<file path="config.mk">
export PLATFORM = sky130hd
export DESIGN_NAME = ibd_queue
export DESIGN_NICKNAME = d
export VERILOG_FILES = /design/src/rtl/ibd_pkg.sv /design/src/rtl/ibd_queue.sv
export SDC_FILE = /design/constraint.sdc
export NUM_CORES = 1
export LEC_CHECK = 0
export BUFFER_PORTS_ARGS = -buffer_cell sky130_fd_sc_hd__buf_2
export CORE_ASPECT_RATIO = 1.25
export CORE_MARGIN = 4
export CORE_UTILIZATION = 55
export CTS_CLUSTER_DIAMETER = 150
export DETAILED_ROUTE_END_ITERATION = 8
export GPL_ROUTABILITY_DRIVEN = 0
export PLACE_DENSITY = 0.82
export RECOVER_POWER = 25
export SETUP_SLACK_MARGIN = 0.5
export SYNTH_ARGS = -nofsm -noshare
export SYNTH_HDL_FRONTEND = slang
export SYNTH_SLANG_ARGS = --single-unit
</file>
<file path="constraint.sdc">
create_clock -name clock -period 3.8 [get_ports clock]
set_input_delay 0.19 -clock clock [delete_from_list [all_inputs] [get_ports clock]]
set_output_delay 0.19 -clock clock [all_outputs]
set_load 0.03 [all_outputs]
</file>
<file path="src/rtl/ibd_pkg.sv">
// Shared types, constants and lookup tables for the image block downscaler.
// Used by ibd_front, ibd_queue, ibd_back and image_block_downscaler_core.
`default_nettype none

package ibd_pkg;

   localparam int MAX_WIDTH  = 1024;
   localparam int MAX_FACTOR = 16;
   localparam int NCOLS      = MAX_WIDTH / 2;
   localparam int COL_W      = $clog2(NCOLS);
   localparam int CNT_W      = $clog2(MAX_WIDTH);
   localparam int WIDTH_W    = 11;
   localparam int FACTOR_W   = 5;
   localparam int PIX_W      = 8;
   localparam int POS_W      = 4;
   localparam int HSUM_W     = 20;
   localparam int SUM_W      = 32;
   localparam int DATA_W     = 3 * PIX_W;
   localparam int CSR_ADDR_W = 2;

   localparam int QUEUE_DEPTH = 4;
   localparam int QPTR_W      = $clog2(QUEUE_DEPTH);

   // Reciprocal shifts: block size divide and block-area divide
   localparam int BLK_RECIP_W     = 15;
   localparam int BLK_RECIP_SHIFT = 15;
   localparam int SQ_RECIP_W      = 23;
   localparam int SQ_RECIP_SHIFT  = 24;

   // 3x3 Gaussian kernel, row-major
   localparam logic [2:0] GAUSS_KERNEL [3][3] = '{
      '{3'd1, 3'd2, 3'd1},
      '{3'd2, 3'd4, 3'd2},
      '{3'd1, 3'd2, 3'd1}
   };

   typedef enum logic [CSR_ADDR_W-1:0] {
      REG_IMAGE_WIDTH  = 2'd0,
      REG_SCALE_FACTOR = 2'd1,
      REG_COLOR_MODE   = 2'd2
   } reg_index_type;

   typedef struct packed {
      logic [WIDTH_W-1:0]  image_width;
      logic [FACTOR_W-1:0] scale_factor;
      logic                color_mode;
   } cfg_type;

   // One column update handed from the front to the back
   typedef struct packed {
      logic [COL_W-1:0]             outcol;
      logic [2:0][HSUM_W-1:0]       hsum;     // index 0 red, 1 green, 2 blue
      logic                         first;    // first row of the block: overwrite
      logic                         emit;     // last row of the block: produce pixel
      logic                         row_end;
      logic [FACTOR_W-1:0]          root;     // divisor is root squared
   } cmd_type;

   typedef enum logic [2:0] {
      ST_CLEAR,
      ST_IDLE,
      ST_ACC,
      ST_MUL,
      ST_LOAD,
      ST_WAIT
   } back_state_type;

   // Effective block size from the factor register
   function automatic logic [FACTOR_W-1:0] blk_of(input logic [FACTOR_W-1:0] factor);
      logic [FACTOR_W-1:0] blk;
      if (factor[0]) begin
         blk = FACTOR_W'(3);
      end else if (factor < FACTOR_W'(2)) begin
         blk = FACTOR_W'(2);
      end else if (factor > FACTOR_W'(MAX_FACTOR)) begin
         blk = FACTOR_W'(MAX_FACTOR) & ~FACTOR_W'(1);
      end else begin
         blk = factor;
      end
      return blk;
   endfunction

   // ceil(2^15 / blk): exact quotient for dividends up to MAX_WIDTH
   function automatic logic [BLK_RECIP_W-1:0] blk_recip(input logic [FACTOR_W-1:0] blk);
      logic [BLK_RECIP_W-1:0] r;
      unique case (blk)
         5'd2:    r = 15'd16384;
         5'd3:    r = 15'd10923;
         5'd4:    r = 15'd8192;
         5'd6:    r = 15'd5462;
         5'd8:    r = 15'd4096;
         5'd10:   r = 15'd3277;
         5'd12:   r = 15'd2731;
         5'd14:   r = 15'd2341;
         5'd16:   r = 15'd2048;
         default: r = '0;
      endcase
      return r;
   endfunction

   // ceil(2^24 / root^2): exact quotient for dividends below 2^16
   function automatic logic [SQ_RECIP_W-1:0] sq_recip(input logic [FACTOR_W-1:0] root);
      logic [SQ_RECIP_W-1:0] r;
      unique case (root)
         5'd2:    r = 23'd4194304;
         5'd4:    r = 23'd1048576;
         5'd6:    r = 23'd466034;
         5'd8:    r = 23'd262144;
         5'd10:   r = 23'd167773;
         5'd12:   r = 23'd116509;
         5'd14:   r = 23'd85599;
         5'd16:   r = 23'd65536;
         default: r = '0;
      endcase
      return r;
   endfunction

endpackage

`default_nettype wire

</file>
<file path="src/rtl/ibd_queue.sv">
// Short command queue between the front end and the back end.
// Holds ibd_pkg::cmd_type entries; depth from ibd_pkg::QUEUE_DEPTH.
`default_nettype none

module ibd_queue (
   input  wire logic             clock,
   input  wire logic             reset,
   input  wire logic             push,
   input  wire ibd_pkg::cmd_type push_cmd,
   output logic                  ready,
   input  wire logic             pop,
   output logic                  valid,
   output ibd_pkg::cmd_type      head
);

   ibd_pkg::cmd_type              entry_ff [ibd_pkg::QUEUE_DEPTH];
   logic [ibd_pkg::QPTR_W-1:0]    wr_ptr_ff, wr_ptr_in;
   logic [ibd_pkg::QPTR_W-1:0]    rd_ptr_ff, rd_ptr_in;
   logic [ibd_pkg::QPTR_W:0]      count_ff, count_in;

   assign ready = count_ff < (ibd_pkg::QPTR_W+1)'(ibd_pkg::QUEUE_DEPTH);
   assign valid = count_ff != '0;
   assign head  = entry_ff[rd_ptr_ff];

   always_comb begin
      wr_ptr_in = (push && ready) ? wr_ptr_ff + ibd_pkg::QPTR_W'(1) : wr_ptr_ff;
      rd_ptr_in = (pop && valid)  ? rd_ptr_ff + ibd_pkg::QPTR_W'(1) : rd_ptr_ff;
      count_in  = count_ff;
      if ((push && ready) && !(pop && valid)) begin
         count_in = count_ff + (ibd_pkg::QPTR_W+1)'(1);
      end else if (!(push && ready) && (pop && valid)) begin
         count_in = count_ff - (ibd_pkg::QPTR_W+1)'(1);
      end
   end

   always_ff @(posedge clock) begin
      if (reset) begin
         wr_ptr_ff <= '0;
         rd_ptr_ff <= '0;
         count_ff  <= '0;
      end else begin
         wr_ptr_ff <= wr_ptr_in;
         rd_ptr_ff <= rd_ptr_in;
         count_ff  <= count_in;
      end
   end

   always_ff @(posedge clock) begin
      if (push && ready) begin
         entry_ff[wr_ptr_ff] <= push_cmd;
      end
   end

   // Queue never overflows its depth
   a_count_bound: assert property (@(posedge clock) disable iff (reset)
      count_ff <= (ibd_pkg::QPTR_W+1)'(ibd_pkg::QUEUE_DEPTH))
      else $error("queue count exceeds depth");

   // A push when full is dropped by the ready gate, so count cannot change on it
   a_full_hold: assert property (@(posedge clock) disable iff (reset)
      (!ready && !pop) |=> $stable(count_ff))
      else $error("queue count changed while full and idle");

   // Pointers stay in step with the count
   a_ptr_sync: assert property (@(posedge clock) disable iff (reset)
      (count_ff == '0) |-> (wr_ptr_ff == rd_ptr_ff))
      else $error("queue empty but pointers differ");

endmodule

`default_nettype wire

</file>
==> impl_metrics.yaml <==
timing:
  setup_viol: 0
  fmax_mhz: 392
  slew-limit-headroom_pct: 22.5
  post-route-period-util_pct: 67.1
  drv_slew: 0
  tns_ns: 0
  clock_skew_ns: 0.00838
  grt_setup_unrepaired: "no"
  fin_crit_ns: 2.55
  finalHoldViolCount: 0
  worst_pin_slew_ns: 1.16
critical_path:
  max_stage_delay_ns: 0.59
  ff2ff_setup_slack_ns: 1.49
  critical_path_class: "reg -> out"
  required_ns: 3.61
  cp_top_family: "buffers and inverters"
  cp_max_fo: 65
  reg2reg_to: "count_ff[2]$_SDFFE_PP0P_"
  timing.critical_path.buf_inv: 2
  arrival_ns: 2.36
  crit_path_top_delay_cell: "mux4_2"
  worstSetupEndpointType: "output pin"
  r2r_cells: 7
  worstPathCellList: "buf_12 > mux4_2 > buf_2"
  start_kind: "register"
  r2r-start: "count_ff[2]$_SDFFE_PP0P_"
synthesis:
  ys_async_sr_fraction_pct: 0
  synth_cell_types: 22
  ys_warn_count: 0
  synth_edf_count: 308
  synthFlopType: "edfxtp_1"
  synth.area.top_cells: "edfxtp_1 (80%), mux4_2 (15%), dfxtp_1 (1.6%)"
  synth-seq-cells: 317
  synth_top_area_cell: "edfxtp_1"
  ys_seq_area_share_pct: 81.4
  synth_common_cells: "edfxtp_1 (308), mux4_2 (77), dfxtp_1 (9)"
  synth_cells: 449
  synth_area_um2: 11600
  synth.top_cell.area_share_pct: 79.8
  post-synth-top-count-cell: "edfxtp_1"
  avgSynthCellArea_um2: 25.8
  syn-num-nets: 536
clocking:
  path_clk_slew_ns: 0.06
  cts_setup_buffers: 0
  clockBufferDepth: 3
  holdBufCountCts: 78
  cts_inserted_buffers: 29
  cts_resized: 0
  clockRootBuffer: "clkbuf_16"
  cts_tree: "built"
  insertion_delay_ns: 0.53
  htreeDepth: 1
  cts.sink_count: 317
global_routing:
  grt_pass1_wl_um: 32800
  track_usage_pct: 18.4
  grt_start_max_net_pins: 78
  overflow: 0
  antenna_found_initial: 0
  grt_pass1_vias: 5945
finish:
  layout-drive-gt1-share_pct: 32.6
  fin_cells: 1001
  diodes: 0
  multiInputGateArea_um2: 1990
  nNetsFinal: 791
  nFillCells: 1311
  register_area_um2: 9440
  fin_util_pct: 68.5
  syn_to_final_growth_pct: 22.6
run:
  maxCapViolations: 0
floorplan:
  start_util_pct: 55.9
  fp-row-count: 59
  ios: 160
  die_y_um: 170
  fp.dieArea_um2: 23500
  core_um2: 20700
  die_width_um: 138
route:
  post_drt_via_cell_ratio: 5.46
  routedWlPerCell_um: 21.1
  remaining_drc_errors: 0
  wl_um: 21100
  drt_iter0_drc: 337
  ant_nets: 0
  drt_first_pass_iters: 5
  vias: 5468
power:
  vdd_drop_max_mv: 0.628
  switching_share_pct: 30.7
  netSwitchingPower_w: 0.00300
  finalPower_w: 0.00977
  internal_power_w: 0.00677
  p_per_area_nw_per_um2: 687
  p_leak_nw: 4.71
  p_comb_share_pct: 27.7
  power_frac_clock_pct: 26.6
  p_seq_share_pct: 45.7
placement:
  dp_cells: 869
  hpwl_um: 12100
  io_buffers: 159
hold_path:
  hold_start: "pop"
  hold_path_class: "in -> reg"
  whs_path_depth: 4
  holdPathEnd: "rd_ptr_ff[1]$_SDFFE_PP0P_"
status:
  status: "finished clean"
worst register-to-register path, stage by stage (launching register included):
cell	delay (ns)
dfxtp_1	0.36
nor2b_1	0.44
ha_1	0.30
inv_1	0.08
fa_1	0.38
xor2_1	0.18
or3_1	0.32
a21oi_1	0.18
cell families after synthesis:
group                      synth area share (%)
AOI/OAI and AO/OA                         0.227
and+or+nand+nor                           0.605
DFF                                        81.4
adders and majority gates                 0.713
buffers and inverters                      1.59
xor gates and xnor gates                  0.378
muxes                                      15.1
placed cells by master, fill, tap and decap left out, types with 6 or more instances in the layout:
cell type and count:
buf_4 6, clkinv_1 7, edfxtp_1 308, nor2_1 7
dfxtp_1 7, clkbuf_1 59, dlygate4sd3_1 78, buf_2 112
clkbuf_16 29, mux4_2 77
cell type report:
class,instances,share of cell area (%)
timing repair buffer,244,11.1
inverter,4,0.106
multi-input combinational,108,14.0
clock buffer,43,5.62
clock inverter,11,0.352
sequential,317,66.4
tap,274,2.41
worst max path at each step:
stage / depth (start not counted) / slack [ns] / startpoint / endpoint
after floorplan: 3 / 0.85 / count_ff[2]$_SDFFE_PP0P_ / entry_ff[1][0]$_DFFE_PP_
after global placement: 2 / 1.61 / count_ff[2]$_SDFFE_PP0P_ / entry_ff[0][36]$_DFFE_PP_
after detailed placement: 3 / 1.53 / count_ff[2]$_SDFFE_PP0P_ / entry_ff[1][39]$_DFFE_PP_
after CTS: 3 / 1.17 / register / head[23]
after global routing: 3 / 1.05 / register / head[66]
final: 3 / 1.25 / register / head[4]
routing by layer:
layer	routed length, um	global-route usage (%)	vias up	share of wire (%)
li1	-	-	2428	-
met1	7910	23.4	2854	37
met2	11600	32.3	160	55
met3	1220	3.73	26	5.8
met4	435	5.59	0	2.1
met5	0	0	-	0
power groups by stage:
stage               combinational [W]  clock (W)  sequential (W)
floorplan                     0.00214          0         0.00442
global placement              0.00264          0         0.00451
detailed placement            0.00268          0         0.00455
CTS                           0.00275    0.00265         0.00447
global route                  0.00288    0.00283         0.00451
finish                        0.00270    0.00260         0.00447
per-stage QoR:
step	hold WS (ns)	instance area (um2)	worst slack [ns]
3_3_place_gp	0.401	12600	1.61
5_1_grt	0.123	14200	1.05
2_1_floorplan	0.289	11600	0.852
3_5_place_dp	0.408	12600	1.53
4_1_cts	0.0698	14300	1.17
6_report	0.0883	14200	1.25
registers in the layout, indices dropped and copies added (netlist names), named ones only:
signal     cells
wr_ptr_ff      2
rd_ptr_ff      2
entry_ff     308
count_ff       3
(Power assumes the default switching activity.)
