$ cat config.mk
export PLATFORM = sky130hd
export DESIGN_NAME = ibd_front
export DESIGN_NICKNAME = d
export VERILOG_FILES = /design/src/rtl/ibd_pkg.sv /design/src/rtl/ibd_front.sv
export SDC_FILE = /design/constraint.sdc
export NUM_CORES = 1
export LEC_CHECK = 0
export ABC_AREA = 1
export BUFFER_PORTS_ARGS = -buffer_cell sky130_fd_sc_hd__buf_2
export CORE_UTILIZATION = 58
export DETAILED_ROUTE_END_ITERATION = 6
export GPL_TIMING_DRIVEN = 0
export PLACE_DENSITY = 0.83
export SYNTH_ARGS = -nofsm -noshare
export SYNTH_HDL_FRONTEND = slang
export SYNTH_SLANG_ARGS = --single-unit
$ cat constraint.sdc
create_clock -name clock -period 8.2 [get_ports clock]
set_input_delay 0.82 -clock clock [delete_from_list [all_inputs] [get_ports clock]]
set_output_delay 0.82 -clock clock [all_outputs]
set_load 0.01 [all_outputs]
$ cat src/rtl/ibd_pkg.sv
// Shared types, constants and lookup tables for the image block downscaler.
// Used by ibd_front, ibd_queue, ibd_back and image_block_downscaler_core.
`default_nettype none

package ibd_pkg;

   localparam int MAX_WIDTH  = 1024;
   localparam int MAX_FACTOR = 16;
   localparam int NCOLS      = MAX_WIDTH / 2;
   localparam int COL_W      = $clog2(NCOLS);
   localparam int CNT_W      = $clog2(MAX_WIDTH);
   localparam int WIDTH_W    = 11;
   localparam int FACTOR_W   = 5;
   localparam int PIX_W      = 8;
   localparam int POS_W      = 4;
   localparam int HSUM_W     = 20;
   localparam int SUM_W      = 32;
   localparam int DATA_W     = 3 * PIX_W;
   localparam int CSR_ADDR_W = 2;

   localparam int QUEUE_DEPTH = 4;
   localparam int QPTR_W      = $clog2(QUEUE_DEPTH);

   // Reciprocal shifts: block size divide and block-area divide
   localparam int BLK_RECIP_W     = 15;
   localparam int BLK_RECIP_SHIFT = 15;
   localparam int SQ_RECIP_W      = 23;
   localparam int SQ_RECIP_SHIFT  = 24;

   // 3x3 Gaussian kernel, row-major
   localparam logic [2:0] GAUSS_KERNEL [3][3] = '{
      '{3'd1, 3'd2, 3'd1},
      '{3'd2, 3'd4, 3'd2},
      '{3'd1, 3'd2, 3'd1}
   };

   typedef enum logic [CSR_ADDR_W-1:0] {
      REG_IMAGE_WIDTH  = 2'd0,
      REG_SCALE_FACTOR = 2'd1,
      REG_COLOR_MODE   = 2'd2
   } reg_index_type;

   typedef struct packed {
      logic [WIDTH_W-1:0]  image_width;
      logic [FACTOR_W-1:0] scale_factor;
      logic                color_mode;
   } cfg_type;

   // One column update handed from the front to the back
   typedef struct packed {
      logic [COL_W-1:0]             outcol;
      logic [2:0][HSUM_W-1:0]       hsum;     // index 0 red, 1 green, 2 blue
      logic                         first;    // first row of the block: overwrite
      logic                         emit;     // last row of the block: produce pixel
      logic                         row_end;
      logic [FACTOR_W-1:0]          root;     // divisor is root squared
   } cmd_type;

   typedef enum logic [2:0] {
      ST_CLEAR,
      ST_IDLE,
      ST_ACC,
      ST_MUL,
      ST_LOAD,
      ST_WAIT
   } back_state_type;

   // Effective block size from the factor register
   function automatic logic [FACTOR_W-1:0] blk_of(input logic [FACTOR_W-1:0] factor);
      logic [FACTOR_W-1:0] blk;
      if (factor[0]) begin
         blk = FACTOR_W'(3);
      end else if (factor < FACTOR_W'(2)) begin
         blk = FACTOR_W'(2);
      end else if (factor > FACTOR_W'(MAX_FACTOR)) begin
         blk = FACTOR_W'(MAX_FACTOR) & ~FACTOR_W'(1);
      end else begin
         blk = factor;
      end
      return blk;
   endfunction

   // ceil(2^15 / blk): exact quotient for dividends up to MAX_WIDTH
   function automatic logic [BLK_RECIP_W-1:0] blk_recip(input logic [FACTOR_W-1:0] blk);
      logic [BLK_RECIP_W-1:0] r;
      unique case (blk)
         5'd2:    r = 15'd16384;
         5'd3:    r = 15'd10923;
         5'd4:    r = 15'd8192;
         5'd6:    r = 15'd5462;
         5'd8:    r = 15'd4096;
         5'd10:   r = 15'd3277;
         5'd12:   r = 15'd2731;
         5'd14:   r = 15'd2341;
         5'd16:   r = 15'd2048;
         default: r = '0;
      endcase
      return r;
   endfunction

   // ceil(2^24 / root^2): exact quotient for dividends below 2^16
   function automatic logic [SQ_RECIP_W-1:0] sq_recip(input logic [FACTOR_W-1:0] root);
      logic [SQ_RECIP_W-1:0] r;
      unique case (root)
         5'd2:    r = 23'd4194304;
         5'd4:    r = 23'd1048576;
         5'd6:    r = 23'd466034;
         5'd8:    r = 23'd262144;
         5'd10:   r = 23'd167773;
         5'd12:   r = 23'd116509;
         5'd14:   r = 23'd85599;
         5'd16:   r = 23'd65536;
         default: r = '0;
      endcase
      return r;
   endfunction

endpackage

`default_nettype wire

$ cat src/rtl/ibd_front.sv
// Front end: pixel input register, raster position tracking and horizontal sums.
// Emits one column update per completed block row segment. Depends on ibd_pkg.
`default_nettype none

module ibd_front (
   input  wire logic                       clock,
   input  wire logic                       reset,
   input  wire ibd_pkg::cfg_type           cfg,
   input  wire logic                       accept_en,
   input  wire logic                       in_valid,
   output logic                            in_ready,
   input  wire logic [ibd_pkg::DATA_W-1:0] in_data,
   input  wire logic                       in_first,
   input  wire logic                       cmd_ready,
   output logic                            cmd_valid,
   output ibd_pkg::cmd_type                cmd
);

   localparam int PROD_W  = ibd_pkg::CNT_W + ibd_pkg::BLK_RECIP_W;
   localparam int NPROD_W = ibd_pkg::WIDTH_W + ibd_pkg::BLK_RECIP_W;
   localparam int WP_W    = ibd_pkg::PIX_W + 3;

   logic                            pix_valid_ff, pix_valid_in;
   logic [ibd_pkg::DATA_W-1:0]      pix_data_ff;
   logic                            pix_first_ff;
   logic [ibd_pkg::CNT_W-1:0]       cc_ff, cc_in;
   logic [ibd_pkg::POS_W-1:0]       rib_ff, rib_in;
   logic [ibd_pkg::POS_W-1:0]       cib_ff, cib_in;
   logic [2:0][ibd_pkg::HSUM_W-1:0] hsum_ff, hsum_in;
   logic [ibd_pkg::WIDTH_W-1:0]     nblk_ff, nblk_in;

   logic [ibd_pkg::WIDTH_W-1:0]     width_sat;
   logic [ibd_pkg::FACTOR_W-1:0]    blk, blk_m1;
   logic [ibd_pkg::BLK_RECIP_W-1:0] recip;
   logic                            odd;
   logic [NPROD_W-1:0]              nblk_prod;
   logic                            take;
   logic [ibd_pkg::CNT_W-1:0]       cc;
   logic [ibd_pkg::POS_W-1:0]       rib, cib;
   logic [2:0][ibd_pkg::HSUM_W-1:0] hs, hs_add;
   logic [2:0][ibd_pkg::PIX_W-1:0]  px;
   logic [PROD_W-1:0]               q_prod;
   logic [ibd_pkg::CNT_W-1:0]       q;
   logic                            in_range, last_col, last_row, row_done;
   logic [1:0]                      kr, kc;
   logic [2:0]                      weight;
   logic [WP_W-1:0]                 wp;

   // Config-derived values
   always_comb begin
      if (cfg.image_width == '0) begin
         width_sat = ibd_pkg::WIDTH_W'(1);
      end else if (cfg.image_width > ibd_pkg::WIDTH_W'(ibd_pkg::MAX_WIDTH)) begin
         width_sat = ibd_pkg::WIDTH_W'(ibd_pkg::MAX_WIDTH);
      end else begin
         width_sat = cfg.image_width;
      end
      odd       = cfg.scale_factor[0];
      blk       = ibd_pkg::blk_of(cfg.scale_factor);
      blk_m1    = blk - ibd_pkg::FACTOR_W'(1);
      recip     = ibd_pkg::blk_recip(blk);
      nblk_prod = NPROD_W'(width_sat) * NPROD_W'(recip);
      nblk_in   = nblk_prod[NPROD_W-1 -: ibd_pkg::WIDTH_W];
   end

   assign take     = pix_valid_ff & cmd_ready;
   assign in_ready = accept_en & (~pix_valid_ff | take);

   always_comb begin
      pix_valid_in = pix_valid_ff;
      if (in_valid && in_ready) begin
         pix_valid_in = 1'b1;
      end else if (take) begin
         pix_valid_in = 1'b0;
      end
   end

   // Position and horizontal accumulation for the held pixel
   always_comb begin
      cc  = pix_first_ff ? '0 : cc_ff;
      rib = pix_first_ff ? '0 : rib_ff;
      cib = pix_first_ff ? '0 : cib_ff;
      hs  = pix_first_ff ? '0 : hsum_ff;

      px[0] = cfg.color_mode ? pix_data_ff[0 +: ibd_pkg::PIX_W] : '0;
      px[1] = cfg.color_mode ? pix_data_ff[ibd_pkg::PIX_W +: ibd_pkg::PIX_W] : '0;
      px[2] = pix_data_ff[2*ibd_pkg::PIX_W +: ibd_pkg::PIX_W];

      last_col = ibd_pkg::FACTOR_W'(cib) >= blk_m1;
      last_row = ibd_pkg::FACTOR_W'(rib) >= blk_m1;

      q_prod   = PROD_W'(cc) * PROD_W'(recip);
      q        = q_prod[ibd_pkg::BLK_RECIP_SHIFT +: ibd_pkg::CNT_W];
      in_range = ibd_pkg::WIDTH_W'(q) < nblk_ff;

      // Kernel positions beyond 2 use the last kernel row or column
      kr     = (rib > ibd_pkg::POS_W'(2)) ? 2'd2 : rib[1:0];
      kc     = (cib > ibd_pkg::POS_W'(2)) ? 2'd2 : cib[1:0];
      weight = odd ? ibd_pkg::GAUSS_KERNEL[kr][kc] : 3'd1;

      for (int c = 0; c < 3; c++) begin
         wp        = WP_W'(px[c]) * WP_W'(weight);
         hs_add[c] = hs[c] + ibd_pkg::HSUM_W'(wp);
      end

      cmd.outcol  = q[ibd_pkg::COL_W-1:0];
      cmd.hsum    = hs_add;
      cmd.first   = (rib == '0);
      cmd.emit    = last_row;
      cmd.row_end = (ibd_pkg::WIDTH_W'(q) + ibd_pkg::WIDTH_W'(1)) == nblk_ff;
      cmd.root    = odd ? ibd_pkg::FACTOR_W'(4) : blk;

      cmd_valid = take & in_range & last_col & (q < ibd_pkg::CNT_W'(ibd_pkg::NCOLS));

      hsum_in = hs;
      if (in_range) begin
         hsum_in = last_col ? '0 : hs_add;
      end

      row_done = (ibd_pkg::WIDTH_W'(cc) + ibd_pkg::WIDTH_W'(1)) >= width_sat;
      if (row_done) begin
         cc_in   = '0;
         cib_in  = '0;
         hsum_in = '0;
         rib_in  = last_row ? '0 : rib + ibd_pkg::POS_W'(1);
      end else begin
         cc_in  = cc + ibd_pkg::CNT_W'(1);
         cib_in = last_col ? '0 : cib + ibd_pkg::POS_W'(1);
         rib_in = rib;
      end
   end

   always_ff @(posedge clock) begin
      if (reset) begin
         pix_valid_ff <= 1'b0;
         cc_ff        <= '0;
         rib_ff       <= '0;
         cib_ff       <= '0;
         hsum_ff      <= '0;
         nblk_ff      <= '0;
      end else begin
         pix_valid_ff <= pix_valid_in;
         nblk_ff      <= nblk_in;
         if (take) begin
            cc_ff   <= cc_in;
            rib_ff  <= rib_in;
            cib_ff  <= cib_in;
            hsum_ff <= hsum_in;
         end
      end
   end

   always_ff @(posedge clock) begin
      if (in_valid && in_ready) begin
         pix_data_ff  <= in_data;
         pix_first_ff <= in_first;
      end
   end

endmodule

`default_nettype wire

==> metrics.cfg, run 1 <==
[cells_and_area]
final_cell_mix=nand2_1 (607), inv_1 (547), nor2_1 (281)
fin_nets=3480
layout_commonest_cell=nand2_1
synthToLayoutAreaGrowth_pct=18.2
final.fill_count=2674
instances_no_fill=3436
drive_gt1_share_pct=15.1
fin_util_pct=69.5
stdcell_area_um2=23300

[power]
p_seq_share_pct=23.9
p_clk_share_pct=31.8
leakage_nw=11.9
pwr_density_cell_nw_per_um2=111
power_frac_comb_pct=44.3
switchingPower_mw=1.09
internal_power_mw=1.49
swShare_pct=42.1
vdd_drop_max_mv=0.115
power_mw=2.58

[outcome]
violations=design-rule violations, negative setup slack
status=finished with violations

[worst_setup_path]
rr_worst_depth=37
path_delay_family=adder cells
crit_path_start_kind=primary input
cp_num_buf_inv=13
path_max_fanout=6
worstSetupPathType=in -> out
r2r-end=hsum_ff[35]
r2r_start=pix_first_ff
cp-end-kind=primary output
cp-startpoint=cfg[3]
reg2reg_slack_ns=0.09
timing.critical_path.arrival_ns=7.87
slowest_stage=fa_1
slowest_delay_ns=0.55
cp.required_ns=7.38

[drt]
routedWlPerCell_um=19.2
drc=4
routed_wl_um=65800
via_count=19822
ant_nets=0
drt_iter0_markers=2009
dr.pass1.iters=7
avgViaCountPerCell=5.77

[min_path]
min_from=cc_ff[1]
hold_end=cc_ff[1]
worstHoldPathType=reg -> reg
min_path_cells=2

[placement]
dp.cells=3316
place_hpwl_um=51000
io_buffers=121
placed_area_um2=20900
place.gp.congestion=1.05

[die]
coreArea_um2=33400
initial_core_util_pct=58.8
fp.dieH_um=186
fp.dieArea_um2=34700
io_pins=126
rows=67
dieWidth_um=186

[sta]
fmax_ghz=0.115
slew_viol_final=0
timing.hold.ws_ns=0.466
fin_crit_sh_pct=106
tightestPinTransition_ns=1.01
skew_ns=0.00977
rsz0062_at_grt=true
worst_slack_ns=-0.486
max-slew-margin-rel_pct=32.7
setup_viol=9
hold_viol_final=0
fin_crit_ns=8.69

[grt]
antenna_found_initial=3
grt_max_degree=17
grt_pass1_vias=19374
grt_pass1_wl_um=101000
gr-usage-all-layers_pct=38.6
overflow=0

[clocking]
htreeDepth=4
numCtsBuffers=17
clock_latency_ns=0.44
clockRootBuffer=clkbuf_16
clockBufferDepth=2
tritoncts=built
hold_buffers=0
clkTransAtPathRegs_ns=0.06
cts_sinks=115

[yosys]
synth_top_area_share_pct=26.6
synth_area_leader_cell=fa_1
yosys-top-cells-area=fa_1 (27%), ha_1 (13%), nand2_1 (12%)
synth_area_um2=19700
avgSynthCellArea_um2=7.17
synth_edf_count=25
synth-main-ff-cell=dfxtp_1
async_reset_ff_share_pct=0
ys_ff_latch=115
ys_warn_count=0
syn_nets=3252
synth_cells=2746
seq_area_frac_synth_pct=13.0
yosysUniqueCellTypes=52

[run]
maxCapViolCount=0

layout make-up:
cell class / count / area, um^2 / area share (%)
Timing Repair Buffer: 214 / 1410 / 6.05
Timing Repair inverter: 1 / 7.51 / 0.0323
Clock buffer: 18 / 439 / 1.89
Tap cell: 448 / 561 / 2.41
Inverter: 593 / 2340 / 10.1
Clock inverter: 14 / 191 / 0.823
Antenna cell: 1 / 2.50 / 0.0108
Multi-Input combinational cell: 1964 / 15300 / 65.9
Sequential cell: 115 / 2550 / 11.0
Buffer: 68 / 427 / 1.83
registers in the layout, summed over array words and instances, names as in the netlist:
register and cells:
pix_data_ff 24, cib_ff 4, pix_valid_ff 1, pix_first_ff 1, hsum_ff 60, cc_ff 10, nblk_ff 11, rib_ff 4
tightest hold or removal path: cells and delay by family, from the launching register on:
kind	cells	cell delay [ns]
flip-flops	1	0.31
AND/OR/NAND/NOR	1	0.06
AO/OA/AOI/OAI	1	0.05
through the flow:
step | setup WS, ns | setup TNS (ns)
global placement | -2.87 | -157.76
floorplan | 0.000642 | 0
finish | -0.486 | -0.587
global route | -0.628 | -5.88
CTS | -0.132 | -0.132
detailed placement | -2.94 | -162.15
power by group through the flow:
stage | Sequential, mW | Clock (mW) | Combinational [mW]
floorplan | 0.624 | 0 | 0.635
CTS | 0.615 | 0.816 | 1.06
detailed placement | 0.628 | 0 | 0.964
finish | 0.616 | 0.820 | 1.14
global placement | 0.627 | 0 | 0.943
global route | 0.618 | 0.838 | 1.23
synthesized netlist by cell type (4+ instances only):
library cell	number
o21bai_1	15
nor2_1	313
nand2_1	645
edfxtp_1	25
nor2_2	5
a22oi_1	6
ha_1	198
nand4_1	23
inv_1	572
buf_1	8
dfxtp_1	90
o21ai_1	6
o21a_1	5
a21o_1	4
a31oi_1	7
xor2_1	48
clkinv_1	14
o21ai_0	65
xnor2_1	11
a22o_1	8
nor4_1	5
a21oi_1	175
and2_1	6
inv_2	6
clkbuf_1	58
nand3_1	68
nor3_1	26
buf_2	5
fa_1	261
o22ai_1	21
nand2_2	4
o211ai_1	12
metal layers:
| metal | GRT usage (%) | wire (um) | vias up |
|---|---|---|---|
| met5 | 0 | 68 | - |
| met4 | 19.1 | 3890 | 6 |
| met3 | 11.8 | 8270 | 308 |
| met2 | 59.2 | 28200 | 1243 |
| met1 | 49.5 | 25400 | 9361 |
| li1 | - | - | 8904 |
repair_timing:
item	CTS	global route
buffers inserted	76	19
gates resized for setup	193	99
cloned	0	1
setup endpoints to repair	72	77
pin swaps	59	54
cells by family after synthesis:
logic type,Yosys count,synth area share (%)
and+or+nand+nor,1112,22.8
buffers and inverters,667,12.8
adders and majority gates,459,39.1
AOI/OAI and AO/OA,332,9.43
DFF,115,13.0
xor gates and xnor gates,60,2.77
other,1,0.0191
worst max path at each step:
stage          cells after the start  slack [ns]          end
2_1_floorplan                     33      0.0006    cmd_valid
3_3_place_gp                      38       -2.87  hsum_ff[12]
3_5_place_dp                      36       -2.94  hsum_ff[11]
4_1_cts                           37       -0.13    cmd_valid
5_1_grt                           39       -0.63    cmd_valid
6_report                          39       -0.49    cmd_valid
(Power assumes the default switching activity.)
==> inputs of run 2 (changes only) <==
- CTS_CLUSTER_SIZE: not set -> 10
- SKIP_CTS_REPAIR_TIMING: not set -> 1
==> run 2 against run 1 <==
Compared with the run above:
- first-iteration DRC count up 6.2%
- via count up 0.82%
- the run ends with negative setup slack left
- core utilization up 0.46 points
- sequential share of layout area down 0.072 points
==> metrics.cfg, run 2 (synthesis gave the netlist of run 1 again) <==
[grt]
overflow=0  ; unchanged
antenna_found_initial=1  ; -2
grt_pass1_vias=18796  ; -3.0%
grt_max_degree=17  ; unchanged
gr-usage-all-layers_pct=37.1  ; -1.4 points
grt_pass1_wl_um=97400  ; -3.6%

[clocking]
cts_sinks=115  ; unchanged
clockRootBuffer=clkbuf_16
htreeDepth=4  ; unchanged
clockBufferDepth=2  ; unchanged
clkTransAtPathRegs_ns=0.06  ; about the same
numCtsBuffers=17  ; unchanged
clock_latency_ns=0.44  ; about the same
tritoncts=built

[sta]
rsz0062_at_grt=true
setup_viol=37  ; +28
fmax_ghz=0.114  ; -1.2%
worst_slack_ns=-0.590  ; -0.104 ns
skew_ns=0.00793  ; -0.00184 ns
fin_crit_ns=8.79  ; +0.104 ns
hold_viol_final=0  ; unchanged
max-slew-margin-rel_pct=32.0  ; -0.72 points
fin_crit_sh_pct=107  ; +1.3 points
timing.hold.ws_ns=0.465  ; -0.000931 ns
slew_viol_final=0  ; unchanged
tightestPinTransition_ns=1.02  ; +0.0108 ns

[worst_setup_path]
worstSetupPathType=in -> out
cp-end-kind=primary output
slowest_delay_ns=0.58  ; +0.03 ns
path_max_fanout=8  ; +2
timing.critical_path.arrival_ns=7.97  ; +0.10 ns
crit_path_start_kind=primary input
slowest_stage=fa_1
cp.required_ns=7.38  ; about the same
cp_common_cell=fa_1

[cells_and_area]
synthToLayoutAreaGrowth_pct=19.0
top_regs=hsum_ff x60, pix_data_ff x24, nblk_ff x11
final_cell_mix=nand2_1 (609), inv_1 (549), nor2_1 (277)
drive_gt1_share_pct=15.7  ; +0.66 points
largest_reg_flops=60  ; unchanged
largest-register=hsum_ff
layout_commonest_cell=nand2_1
instances_no_fill=3470  ; +0.99%
fin_nets=3513  ; +0.95%

[min_path]
worstHoldPathType=reg -> reg

[drt]
avgViaCountPerCell=5.76  ; -0.17%
dr.pass1.iters=7  ; unchanged
ant_nets=0  ; unchanged
routed_wl_um=65700  ; -0.17%
routedWlPerCell_um=18.9  ; -1.1%
drt_iter0_markers=2133  ; +6.2%
drc=0  ; -4
via_count=19985  ; +0.82%

[placement]
dp.cells=3316  ; unchanged
place_hpwl_um=51000  ; unchanged
place.gp.congestion=1.05  ; unchanged
io_buffers=121  ; unchanged

[outcome]
violations=negative setup slack
status=finished with violations

[die]
io_pins=126  ; unchanged
rows=67  ; unchanged
initial_core_util_pct=58.8  ; unchanged
dieWidth_um=186  ; unchanged
fp.dieArea_um2=34700  ; unchanged
coreArea_um2=33400  ; unchanged
fp.dieH_um=186  ; unchanged

[power]
vdd_drop_max_mv=0.115  ; about the same
leakage_nw=12.0  ; +0.38%
power_mw=2.55  ; -0.92%
pwr_density_cell_nw_per_um2=109  ; -1.6%

[run]
maxCapViolCount=0  ; unchanged

run 2: changes by cell type in the layout (fill, tap and decap cells not counted), moves of 3 or more:
cell / previous run / this run
buf_2: 123 / 118
clkinv_8: 3 / 0
buf_4: 92 / 124
nor2_1: 281 / 277
clkbuf_1: 36 / 40
clkbuf_16: 21 / 17
nor2_2: 15 / 20
clkinv_2: 4 / 0
inv_2: 20 / 15
clkinvlp_4: 13 / 23
buf_6: 7 / 10
run 2: cell type report:
type	count	area, um^2
buffer	67	392
sequential	115	2550
fill	2629	10000
inverter	593	2330
clock buffer	18	439
timing repair buffer	248	1650
multi-input combinational	1964	15300
clock inverter	14	191
timing repair inverter	1	5.00
tap	448	561
antenna	2	5.00
run 2: layer usage:
| layer | vias to the layer above | wire length (um) | part of all wire [%] | track usage (%) |
|---|---|---|---|---|
| met5 | - | 17 | 0.026 | 0 |
| met4 | 2 | 3860 | 5.9 | 16.0 |
| met3 | 340 | 8390 | 13 | 10.1 |
| met2 | 1352 | 28400 | 43 | 57.5 |
| met1 | 9332 | 25100 | 38 | 48.9 |
| li1 | 8959 | - | - | - |
run 2: where the power goes:
| group | leakage (nW) | switching (mW) | internal, mW |
|---|---|---|---|
| logic | 10.7 | 0.739 | 0.379 |
| clock network | 0.312 | 0.323 | 0.497 |
| registers | 0.962 | 0.0125 | 0.603 |
| total | 12.0 | 1.07 | 1.48 |
run 2: worst max-delay path: cells and delay by family:
kind / cells / cell delay [ns]
buffers and inverters: 10 / 1.37
AOI/OAI and AO/OA: 5 / 0.81
xor gates and xnor gates: 1 / 0.30
and+or+nand+nor: 11 / 1.56
adders and majority gates: 7 / 3.08
run 2: worst paths after layout:
path / start / end / slack [ns] / depth (start not counted)
max: cfg[3] / cmd_valid / -0.59 / 34
min: cc_ff[1] / cc_ff[1] / 0.46 / 2
max reg2reg: pix_first_ff / hsum_ff[25] / -0.16 / 35
min reg2reg: cc_ff[1] / cc_ff[1] / 0.46 / 2
run 2: metrics by stage:
stage               worst slack (ns)  cell area (um^2)  setup TNS, ns  util (%)
finish                        -0.590             23400          -7.27      70.0
global route                  -0.730             23400         -17.52      70.0
CTS                            -2.78             21500        -147.01      64.3
detailed placement             -2.94             20900        -162.15      62.4
global placement               -2.87             20900        -157.76      62.4
floorplan                   0.000642             19700              0         -
